<file path="config.mk">
export PLATFORM = sky130hd
export DESIGN_NAME = light_beam_lap_timer
export DESIGN_NICKNAME = d
export VERILOG_FILES = /design/src/sv/lblt_pkg.sv /design/src/sv/light_beam_lap_timer.sv
export SDC_FILE = /design/constraint.sdc
export NUM_CORES = 2
export LEC_CHECK = 0
export CORE_ASPECT_RATIO = 1.1
export CORE_MARGIN = 10
export CORE_UTILIZATION = 55
export DETAILED_ROUTE_END_ITERATION = 10
export DONT_BUFFER_PORTS = 1
export HOLD_SLACK_MARGIN = 0.06
export PLACE_DENSITY = 0.7
export SLEW_MARGIN = 25
export SYNTH_ARGS = -nofsm -noshare
export SYNTH_HDL_FRONTEND = slang
export SYNTH_SLANG_ARGS = --single-unit
</file>
<file path="constraint.sdc">
create_clock -name clk -period 22.9 [get_ports clk]
set_clock_uncertainty 0.05 [all_clocks]
set_input_delay 1.145 -clock clk [delete_from_list [all_inputs] [get_ports clk]]
set_output_delay 1.145 -clock clk [all_outputs]
set_load 0.05 [all_outputs]
</file>
<file path="src/sv/lblt_pkg.sv">
package lblt_pkg;

  typedef enum logic [1:0] {
    ST_READY = 2'd0,
    ST_RUN   = 2'd1,
    ST_DISP  = 2'd2
  } run_state_t;

  localparam int unsigned CfgIdxW = 3;

  localparam logic [CfgIdxW-1:0] REG_BREAK_WINDOW     = 3'd0;
  localparam logic [CfgIdxW-1:0] REG_COOLDOWN         = 3'd1;
  localparam logic [CfgIdxW-1:0] REG_MIN_LAP          = 3'd2;
  localparam logic [CfgIdxW-1:0] REG_RESTORE_DEBOUNCE = 3'd3;
  localparam logic [CfgIdxW-1:0] REG_MIN_RESTORED     = 3'd4;
  localparam logic [CfgIdxW-1:0] REG_LOST_TIMEOUT     = 3'd5;

  localparam logic [31:0] BREAK_WINDOW_RST     = 32'd4000;
  localparam logic [31:0] COOLDOWN_RST         = 32'd3000;
  localparam logic [31:0] MIN_LAP_RST          = 32'd1000000;
  localparam logic [31:0] RESTORE_DEBOUNCE_RST = 32'd200000;
  localparam logic [31:0] MIN_RESTORED_RST     = 32'd2000000;
  localparam logic [31:0] LOST_TIMEOUT_RST     = 32'd10000000;

endpackage

</file>
<file path="src/sv/light_beam_lap_timer.sv">
// Light beam lap timer, evaluated once per poll tick.
// Input channel (in_valid/in_ready): one transaction per poll tick, carrying
// the microsecond clock, the millisecond clock and the time of the latest
// sensor pulse. Output channel (out_valid/out_ready): exactly one result
// transaction per tick, in order, with timer state, live time, lap time and
// beam flags.
// A tick is first captured in the input register, then evaluated against the
// timer state and loaded into the result register, which raises out_valid.
// Throughput is one tick per cycle while the receiver keeps out_ready high;
// the state update and the result register load happen on the same edge, so
// no tick waits on the one before it.
// When the receiver stalls, the result register holds and the input register
// keeps one more tick; in_ready drops only once both are full.
// The configuration port writes a register on any edge with cfg_we high;
// indexes above five are ignored. Writes are expected only while idle.
// Synchronous reset loads the default configuration, puts the timer in
// ready with the beam restored, and empties both registers.
module light_beam_lap_timer (
  input  logic        clk,
  input  logic        rst_n,
  input  logic        in_valid,
  output logic        in_ready,
  input  logic [31:0] in_now_us,
  input  logic [31:0] in_now_ms,
  input  logic [31:0] in_last_pulse_us,
  output logic        out_valid,
  input  logic        out_ready,
  output logic [1:0]  out_timer_state,
  output logic [31:0] out_live_time_us,
  output logic        out_lap_done,
  output logic [31:0] out_lap_time_us,
  output logic        out_beam_lost,
  output logic        out_in_progress,
  output logic        out_beam_broken,
  input  logic        cfg_we,
  input  logic [lblt_pkg::CfgIdxW-1:0] cfg_index,
  input  logic [31:0] cfg_wdata
);

  // Configuration registers.
  logic [31:0] break_window_r, cooldown_r, min_lap_r;
  logic [31:0] restore_debounce_r, min_restored_r, lost_timeout_r;

  // Input register.
  logic        s1_valid_r;
  logic [31:0] s1_now_us_r, s1_now_ms_r, s1_pulse_r;

  // Timer state.
  lblt_pkg::run_state_t run_state_r, run_state_nxt;
  logic [31:0] start_stamp_r, start_stamp_nxt;
  logic [31:0] end_stamp_r, end_stamp_nxt;
  logic [31:0] display_start_r, display_start_nxt;
  logic        broken_stable_r, broken_stable_nxt;
  logic        restored_stable_r, restored_stable_nxt;
  logic        restore_begin_v_r, restore_begin_v_nxt;
  logic [31:0] restore_begin_r, restore_begin_nxt;
  logic        lost_begin_v_r, lost_begin_v_nxt;
  logic [31:0] lost_begin_r, lost_begin_nxt;
  logic        restored_stamp_v_r, restored_stamp_v_nxt;
  logic [31:0] restored_stamp_r, restored_stamp_nxt;
  logic        measuring_r, measuring_nxt;
  logic [31:0] lap_r, lap_nxt;

  // Result computation.
  logic        broken, done, lost, can_stop;
  logic [31:0] live;
  logic        advance;

  assign advance  = s1_valid_r && (!out_valid || out_ready);
  assign in_ready = !s1_valid_r || advance;

  always_ff @(posedge clk) begin
    if (!rst_n) begin
      break_window_r     <= lblt_pkg::BREAK_WINDOW_RST;
      cooldown_r         <= lblt_pkg::COOLDOWN_RST;
      min_lap_r          <= lblt_pkg::MIN_LAP_RST;
      restore_debounce_r <= lblt_pkg::RESTORE_DEBOUNCE_RST;
      min_restored_r     <= lblt_pkg::MIN_RESTORED_RST;
      lost_timeout_r     <= lblt_pkg::LOST_TIMEOUT_RST;
    end else if (cfg_we) begin
      case (cfg_index)
        lblt_pkg::REG_BREAK_WINDOW:     break_window_r     <= cfg_wdata;
        lblt_pkg::REG_COOLDOWN:         cooldown_r         <= cfg_wdata;
        lblt_pkg::REG_MIN_LAP:          min_lap_r          <= cfg_wdata;
        lblt_pkg::REG_RESTORE_DEBOUNCE: restore_debounce_r <= cfg_wdata;
        lblt_pkg::REG_MIN_RESTORED:     min_restored_r     <= cfg_wdata;
        lblt_pkg::REG_LOST_TIMEOUT:     lost_timeout_r     <= cfg_wdata;
        default: ;
      endcase
    end
  end

  always_ff @(posedge clk) begin
    if (!rst_n) begin
      s1_valid_r <= 1'b0;
    end else if (in_ready) begin
      s1_valid_r <= in_valid;
    end
  end

  always_ff @(posedge clk) begin
    if (in_ready && in_valid) begin
      s1_now_us_r <= in_now_us;
      s1_now_ms_r <= in_now_ms;
      s1_pulse_r  <= in_last_pulse_us;
    end
  end

  always_comb begin
    run_state_nxt        = run_state_r;
    start_stamp_nxt      = start_stamp_r;
    end_stamp_nxt        = end_stamp_r;
    display_start_nxt    = display_start_r;
    broken_stable_nxt    = broken_stable_r;
    restored_stable_nxt  = restored_stable_r;
    restore_begin_v_nxt  = restore_begin_v_r;
    restore_begin_nxt    = restore_begin_r;
    lost_begin_v_nxt     = lost_begin_v_r;
    lost_begin_nxt       = lost_begin_r;
    restored_stamp_v_nxt = restored_stamp_v_r;
    restored_stamp_nxt   = restored_stamp_r;
    measuring_nxt        = measuring_r;
    lap_nxt              = lap_r;
    done                 = 1'b0;

    broken   = (s1_now_us_r - s1_pulse_r) <= break_window_r;
    can_stop = restored_stamp_v_r && ((s1_now_us_r - restored_stamp_r) > min_restored_r);

    // Cooldown runs before the beam is looked at.
    if (run_state_r == lblt_pkg::ST_DISP && (s1_now_ms_r - display_start_r) > cooldown_r &&
        restored_stable_r) begin
      run_state_nxt = lblt_pkg::ST_READY;
      measuring_nxt = 1'b0;
    end

    if (broken) begin
      if (!lost_begin_v_r) begin
        lost_begin_v_nxt = 1'b1;
        lost_begin_nxt   = s1_now_us_r;
      end
      if (restored_stable_r) begin
        broken_stable_nxt   = 1'b1;
        restored_stable_nxt = 1'b0;
        restore_begin_v_nxt = 1'b0;
        case (run_state_nxt)
          lblt_pkg::ST_READY: begin
            start_stamp_nxt      = s1_now_us_r;
            measuring_nxt        = 1'b1;
            run_state_nxt        = lblt_pkg::ST_RUN;
            restored_stamp_v_nxt = 1'b0;
            display_start_nxt    = '0;
            lost_begin_v_nxt     = 1'b0;
          end
          lblt_pkg::ST_RUN: begin
            if (can_stop && (s1_now_us_r - start_stamp_r) > min_lap_r) begin
              end_stamp_nxt     = s1_now_us_r;
              lap_nxt           = s1_now_us_r - start_stamp_r;
              run_state_nxt     = lblt_pkg::ST_DISP;
              display_start_nxt = s1_now_ms_r;
              done              = 1'b1;
            end
          end
          default: ;
        endcase
      end
    end else begin
      lost_begin_v_nxt = 1'b0;
      if (broken_stable_r && !restored_stable_r) begin
        // A fresh restore interval starts timing on this tick.
        if (!restore_begin_v_r) begin
          restore_begin_v_nxt = 1'b1;
          restore_begin_nxt   = s1_now_us_r;
        end
        if ((s1_now_us_r - restore_begin_nxt) > restore_debounce_r) begin
          restored_stable_nxt  = 1'b1;
          broken_stable_nxt    = 1'b0;
          restore_begin_v_nxt  = 1'b0;
          restored_stamp_v_nxt = 1'b1;
          restored_stamp_nxt   = s1_now_us_r;
        end
      end
    end

    case (run_state_nxt)
      lblt_pkg::ST_RUN:  live = s1_now_us_r - start_stamp_nxt;
      lblt_pkg::ST_DISP: live = end_stamp_nxt - start_stamp_nxt;
      default:           live = '0;
    endcase

    lost = broken_stable_nxt && !restored_stable_nxt && lost_begin_v_nxt &&
           ((s1_now_us_r - lost_begin_nxt) > lost_timeout_r);
  end

  always_ff @(posedge clk) begin
    if (!rst_n) begin
      run_state_r        <= lblt_pkg::ST_READY;
      start_stamp_r      <= '0;
      end_stamp_r        <= '0;
      display_start_r    <= '0;
      broken_stable_r    <= 1'b0;
      restored_stable_r  <= 1'b1;
      restore_begin_v_r  <= 1'b0;
      restore_begin_r    <= '0;
      lost_begin_v_r     <= 1'b0;
      lost_begin_r       <= '0;
      restored_stamp_v_r <= 1'b0;
      restored_stamp_r   <= '0;
      measuring_r        <= 1'b0;
      lap_r              <= '0;
    end else if (advance) begin
      run_state_r        <= run_state_nxt;
      start_stamp_r      <= start_stamp_nxt;
      end_stamp_r        <= end_stamp_nxt;
      display_start_r    <= display_start_nxt;
      broken_stable_r    <= broken_stable_nxt;
      restored_stable_r  <= restored_stable_nxt;
      restore_begin_v_r  <= restore_begin_v_nxt;
      restore_begin_r    <= restore_begin_nxt;
      lost_begin_v_r     <= lost_begin_v_nxt;
      lost_begin_r       <= lost_begin_nxt;
      restored_stamp_v_r <= restored_stamp_v_nxt;
      restored_stamp_r   <= restored_stamp_nxt;
      measuring_r        <= measuring_nxt;
      lap_r              <= lap_nxt;
    end
  end

  always_ff @(posedge clk) begin
    if (!rst_n) begin
      out_valid <= 1'b0;
    end else if (advance) begin
      out_valid <= 1'b1;
    end else if (out_ready) begin
      out_valid <= 1'b0;
    end
  end

  always_ff @(posedge clk) begin
    if (advance) begin
      out_timer_state  <= run_state_nxt;
      out_live_time_us <= live;
      out_lap_done     <= done;
      out_lap_time_us  <= lap_nxt;
      out_beam_lost    <= lost;
      out_in_progress  <= measuring_nxt;
      out_beam_broken  <= broken;
    end
  end

endmodule

</file>
-- Yosys cells after proc, flatten, opt, wreduce, memory -nomap -nowiden
Index checks and enable logic that the tools add are counted.
- add/subtract/negate cells: 8
- magnitude comparators: 6
- equal/unequal tests: 12
- muxes and demuxes: 50
- bitwise gates (word level): 1
- reduce and logical (&&, ||, !) cells: 34
- operators with widths (kind ; count):
    two-way mux 32 bit ; 17
    subtractor 32 bit ; 8
    greater-than comparator 32 bit ; 5
    case mux 32 bit (2 select lines) ; 2
    <= comparator 32 bit ; 1
    two-way mux 1 bit ; 26
    AND reduction 2 bit ; 6
    logical AND 1 bit ; 10
    AND reduction 5 bit ; 2
    AND reduction 3 bit ; 3
    two-way mux 2 bit ; 4
    nonzero test 2 bit ; 4
    equality test 3 x 2 -> 1 bit (second input constant) ; 2
    equality test 3 bit (second input constant) ; 2
    equality test 2 x 1 -> 1 bit (second input constant) ; 2
    equality test 2 bit (second input constant) ; 2
    logical NOT 1 bit ; 4
    inequality test 2 bit (second input constant) ; 2
    case mux 2 bit (2 select lines) ; 1
    AND reduction 4 bit ; 1
    equality test 3 x 1 -> 1 bit (second input constant) ; 1
    logical NOT 3 bit ; 1
    logical NOT 2 bit ; 1
    logical OR 1 bit ; 2
    other kinds (2) ; 2
- bits in registers: 592
- input bits: 136
- output and inout port bits: 72
- word-level logic and storage cells: 143

-- Logic depth before layout (Yosys ltp)
- word-level depth: 13
- gate-level depth with buffers: 53
- gate-level depth less buffers: 52

-- Least setup slack after synthesis
OpenSTA, ideal clock, no wires.
- path kind: register to register
- from: reg s1_now_us_r[1]
- to: reg out_beam_lost, data pin
- library setup time: 260 ps
- arrival time: 9466 ps
- required time: 22590 ps
- slack: 13124 ps
- cell stages (with the launch flop): 52
- path buffers: 1
- clock period less this slack: 9776 ps
- cell sequence: edfxtp_1 -> inv_1 -> fa_1 -> nor2b_1 -> o21ai_0 -> a21boi_1 -> o21ai_0 -> a21boi_1 -> o21bai_1 -> a21boi_0 -> o21ai_1 -> a211oi_1 -> o31ai_1 -> a21boi_0 -> o2111a_1 -> nor3_1 -> ha_1 -> a21oi_1 -> [... 16 more ...] -> a221o_1 -> a31o_1 -> a21oi_2 -> o221ai_2 -> a21oi_2 -> xnor2_1 -> ha_1 -> a21o_1 -> a21oi_1 -> nor2b_1 -> o21ai_0 -> nand2b_1 -> a21oi_1 -> nor2b_1 -> o21ai_0 -> o21ai_0 -> a211oi_1 -> nor3_1
- elaborated cells between the ends (all ways): 22
- classes of those cells: 3 x add/sub; 3 x order compare; 12 x mux; 4 x reduce/logical
- RTL lines (item ; line ; RTL):
    from (decl) ; light_beam_lap_timer.sv:46 ; logic [31:0] s1_now_us_r, s1_now_ms_r, s1_pulse_r;
    from (signal assigned) ; light_beam_lap_timer.sv:103 ; s1_now_us_r <= in_now_us;
    subtractor 32 bit ; light_beam_lap_timer.sv:126 ; broken = (s1_now_us_r - s1_pulse_r) <= break_window_r;
    <= comparator 32 bit ; light_beam_lap_timer.sv:126 ;
    two-way mux 32 bit ; light_beam_lap_timer.sv:136 ; if (broken) begin
    named net lost_begin_nxt[0] ; light_beam_lap_timer.sv:58 ; logic [31:0] lost_begin_r, lost_begin_nxt;
    subtractor 32 bit ; light_beam_lap_timer.sv:191 ; ((s1_now_us_r - lost_begin_nxt) > lost_timeout_r);
    greater-than comparator 32 bit ; light_beam_lap_timer.sv:191 ;
    logical AND 1 bit ; light_beam_lap_timer.sv:190 ; lost = broken_stable_nxt && !restored_stable_nxt && lost_begin_v_nxt &&
    named net lost ; light_beam_lap_timer.sv:65 ; logic broken, done, lost, can_stop;
    to (signal assigned) ; light_beam_lap_timer.sv:244 ; out_beam_lost <= lost;
    to (decl) ; light_beam_lap_timer.sv:32 ; output logic out_beam_lost,
The timed path passes the listed nets, and every way through them passes these cells. The select of a mux whose other input is x is not followed.
A chain may end at the register's enable or synchronous reset.

-- Worst setup path in the final report
- from: reg s1_now_us_r[0]
- to: reg out_live_time_us[28], data pin
- cells in the longest elaborated chain, start to end: 10
- elaborated cells between the ends (all ways): 24
- classes of those cells: 5 x add/sub; 3 x order compare; 2 x eq/ne; 12 x mux; 2 x reduce/logical
- RTL lines (item ; line ; RTL):
    subtractor 32 bit ; light_beam_lap_timer.sv:127 ; can_stop = restored_stamp_v_r && ((s1_now_us_r - restored_stamp_r) > min_restored_r);
    greater-than comparator 32 bit ; light_beam_lap_timer.sv:127 ;
    logical AND 1 bit ; light_beam_lap_timer.sv:127 ;
    logical AND 1 bit ; light_beam_lap_timer.sv:155 ; if (can_stop && (s1_now_us_r - start_stamp_r) > min_lap_r) begin
    two-way mux 2 bit ; light_beam_lap_timer.sv:155 ;
    case mux 2 bit (2 select lines) ; light_beam_lap_timer.sv:145 ; case (run_state_nxt)
    two-way mux 2 bit ; light_beam_lap_timer.sv:141 ; if (restored_stable_r) begin
    two-way mux 2 bit (*) ; light_beam_lap_timer.sv:136 ;
    named net run_state_nxt[0] ; light_beam_lap_timer.sv:49 ; lblt_pkg::run_state_t run_state_r, run_state_nxt;
    equality test 2 bit / equality test 2 x 1 -> 1 bit (equally long branches) ; light_beam_lap_timer.sv:184 ; case (run_state_nxt)
    case mux 32 bit (2 select lines) (*) ; light_beam_lap_timer.sv:184 ;
    to (signal assigned) ; light_beam_lap_timer.sv:241 ; out_live_time_us <= live;
    to (decl) ; light_beam_lap_timer.sv:29 ; output logic [31:0] out_live_time_us,
Mark *: on every way through the listed nets, which the timed path passes. The rest lies on a longest branch.

==> impl_metrics.json <==
{
  "status": "completed",
  "synth_top_area_share_pct": 22.59,
  "hpwl_um": 77350,
  "cts_hold_buf": 0,
  "p_leak_nw": 17.23,
  "end_kind": "flip-flop",
  "avgRoutedWirePerCell_um": 20.69,
  "slew_viol_final": 0,
  "grt_overflow_total": 0,
  "grt-busiest-layer": "met2",
  "clock_latency_ps": 630,
  "peakVddDrop_uv": 67.06,
  "clock_path_buffers": 3,
  "area_growth_pct": 8.514,
  "antenna_found_initial": 8,
  "rsz0062_at_grt": "no",
  "grt_use_met1_pct": 31.99,
  "drt-pass1-iter-count": 6,
  "clk_pin_slew_ps": 60,
  "cp_slowest_stage_delay_ps": 490,
  "synth.most_common_cell": "nand2_1",
  "hold_violations": 0,
  "powerDensity_nw_per_um2": 79.60,
  "syn_avg_cell_area_sq_um": 8.717,
  "fmax_mhz": 87.38,
  "syn-cell-area_sq_um": 37750,
  "critPathMaxFanout": 36,
  "yosysUniqueCellTypes": 85,
  "period_needed_ps": 11440,
  "synth_common_cells": "nand2_1, dfxtp_1, ha_1",
  "die_h_um": 294.8,
  "grt_max_degree": 431,
  "met2_usage_pct": 46.14,
  "htree_levels": 3,
  "cpMaxStageDelayCell": "or3_1",
  "drtAntennaViolNets": 0,
  "design.die.area_sq_um": 79530,
  "drv_cap": 0,
  "grt_pass1_wl_um": 165300,
  "worstMarginPinSlew_ps": 1416,
  "drt_wl_total_um": 108800,
  "vias_per_cell": 5.790,
  "final_cell_area_sq_um": 40970,
  "place_area_sq_um": 38710,
  "core_sq_um": 67820,
  "hp-class": "flip-flop to flip-flop",
  "r2r_slack_ps": 11460,
  "worstSetupPathType": "flip-flop to flip-flop",
  "cts_buffers": 68,
  "reg2reg_depth": 49,
  "start_util_pct": 55.67,
  "synth_cells": 4331,
  "drtIter0Drc": 2464,
  "syn_nets": 4884,
  "crit_path_start": "s1_now_us_r[0]",
  "fin_crit_sh_pct": 49.98,
  "met3_usage_pct": 5.034,
  "cts_setup_buffers": 0,
  "finalSetupTns_ps": 0,
  "cp.arrival_ps": 11750,
  "io_buffers": 0,
  "max_slew_margin_pct": 5.620,
  "gp_congestion": 0.9373,
  "cts.sinks": 592,
  "num_io_pins": 208,
  "ys_async_sr_fraction_pct": 0,
  "holdWs_ps": 396.5,
  "grt_pass1_vias": 28700,
  "yosys_most_used_dff": "dfxtp_1",
  "dr_total_vias": 30460,
  "yosysSeqAreaShare_pct": 35.79,
  "cts_root_buf": "clkbuf_16",
  "ys_top_cells_by_area": "dfxtp_1, ha_1, edfxtp_1",
  "r2r_end": "out_live_time_us[28]",
  "cts_resized": 0,
  "ys.warnings.count": 0,
  "yosys.area.top_type": "dfxtp_1",
  "nets": 4837,
  "r2r-start": "s1_now_us_r[0]",
  "synth-edff-count": 166,
  "drive_gt1_share_pct": 6.247,
  "worstSetupEndpoint": "out_live_time_us[28]",
  "die_w_um": 269.8,
  "cts_tree": "done",
  "rows": 100,
  "crit_path_start_kind": "flip-flop",
  "fillers": 6013,
  "setup_viol": 0,
  "grt_use_total_pct": 26.59,
  "required_ps": 23200,
  "yosys_register_bits": 592,
  "drc_errors": 0
}
-- critical path, delay by kind of cell, from the launching register on --
kind / cells / cell delay, ps
multiplexers: 1 / 220
AO/OA/AOI/OAI: 24 / 5470
flip-flops: 1 / 410
adder cells (fa/ha/maj): 6 / 1740
buffers and inverters: 7 / 1210
AND/OR/NAND/NOR: 11 / 2030
-- report_power, final --
| part | switching [mW] | internal [mW] | leakage [nW] | total (mW) |
|---|---|---|---|---|
| clock | 0.458 | 0.648 | 1.12 | 1.11 |
| sequential | 0.0677 | 1.13 | 5.06 | 1.20 |
| combinational | 0.555 | 0.400 | 11.0 | 0.955 |
-- metrics by stage --
| stage | setup WS, ps | power [mW] | utilization [%] | cells |
|---|---|---|---|---|
| 5_1_grt | 10450 | 3.440 | 60.41 | 5259 |
| 3_3_place_gp | 11730 | 2.146 | 57.07 | 5132 |
| 6_report | 11460 | 3.261 | 60.41 | 5260 |
| 2_1_floorplan | 13120 | 1.948 | - | 4331 |
| 4_1_cts | 11610 | 3.268 | 60.39 | 5256 |
| 3_5_place_dp | 11610 | 2.159 | 57.08 | 5132 |
-- kinds of logic (layout without fill, tap and decap cells) --
group / after synthesis / in the layout / synth area share, %
adder cells (fa/ha/maj): 417 / 417 / 13.96
buffers and inverters: 559 / 566 / 5.628
flip-flops: 592 / 592 / 35.79
AO/OA/AOI/OAI: 1066 / 1066 / 19.93
multiplexers: 156 / 156 / 4.328
XOR/XNOR: 177 / 177 / 4.106
other: 0 / 4 / 0
AND/OR/NAND/NOR: 1364 / 1364 / 16.26
-- worst min-delay path by stage --
stage,end,slack [ps],cells after the start,start
6_report,lap_r[20],400,2,lap_r[20]
5_1_grt,lap_r[31],420,2,lap_r[31]
4_1_cts,lap_r[20],400,2,lap_r[20]
3_5_place_dp,lap_r[20],390,2,lap_r[20]
3_3_place_gp,lap_r[20],380,2,lap_r[20]
2_1_floorplan,restored_stamp_v_r,370,2,restored_stamp_v_r
-- cell type report --
| class | count | area, sq um | share of cell area (%) |
|---|---|---|---|
| Sequential cell | 592 | 13510 | 32.99 |
| Tap cell | 918 | 1149 | 2.804 |
| Timing Repair Buffer | 52 | 390.4 | 0.9529 |
| Clock inverter | 31 | 332.8 | 0.8124 |
| Clock buffer | 93 | 1914 | 4.673 |
| Antenna cell | 4 | 10.01 | 0.02443 |
| Multi-Input combinational cell | 3180 | 22190 | 54.15 |
| Inverter | 390 | 1471 | 3.592 |
-- layout by cell type, fill, tap and decap left out, types with 56 or more instances in the layout --
cell type | Yosys | routed
o21ai_0 | 110 | 110
clkbuf_16 | 0 | 69
nand3_1 | 84 | 82
mux2i_1 | 98 | 98
nand4_1 | 58 | 58
xnor2_1 | 125 | 125
dfxtp_1 | 426 | 425
nor2b_1 | 97 | 96
nand2_1 | 667 | 667
ha_1 | 410 | 409
mux2_2 | 58 | 58
o211a_1 | 92 | 92
nor3_1 | 56 | 56
inv_1 | 388 | 388
a21oi_1 | 229 | 229
a21o_1 | 118 | 118
a21boi_0 | 240 | 240
nor2_1 | 258 | 255
edfxtp_1 | 166 | 166
-- flip-flops by register name (all words and copies together), names as in the netlist, 2 cells and up --
register / flops
restore_debounce_r: 32
end_stamp_r: 32
display_start_r: 32
lost_begin_r: 32
start_stamp_r: 32
break_window_r: 32
min_restored_r: 32
out_live_time_us: 32
lost_timeout_r: 32
s1_pulse_r: 32
run_state_r: 2
restore_begin_r: 32
s1_now_us_r: 32
s1_now_ms_r: 32
lap_r: 32
cooldown_r: 32
out_lap_time_us: 32
restored_stamp_r: 32
out_timer_state: 2
min_lap_r: 32
-- routing by layer --
layer | up-vias | part of all wire (%)
met1 | 14380 | 41
met2 | 846 | 48
met5 | - | 0.012
met4 | 2 | 3.9
met3 | 188 | 6.7
li1 | 15040 | -
Power figures use the tool's default switching activity.
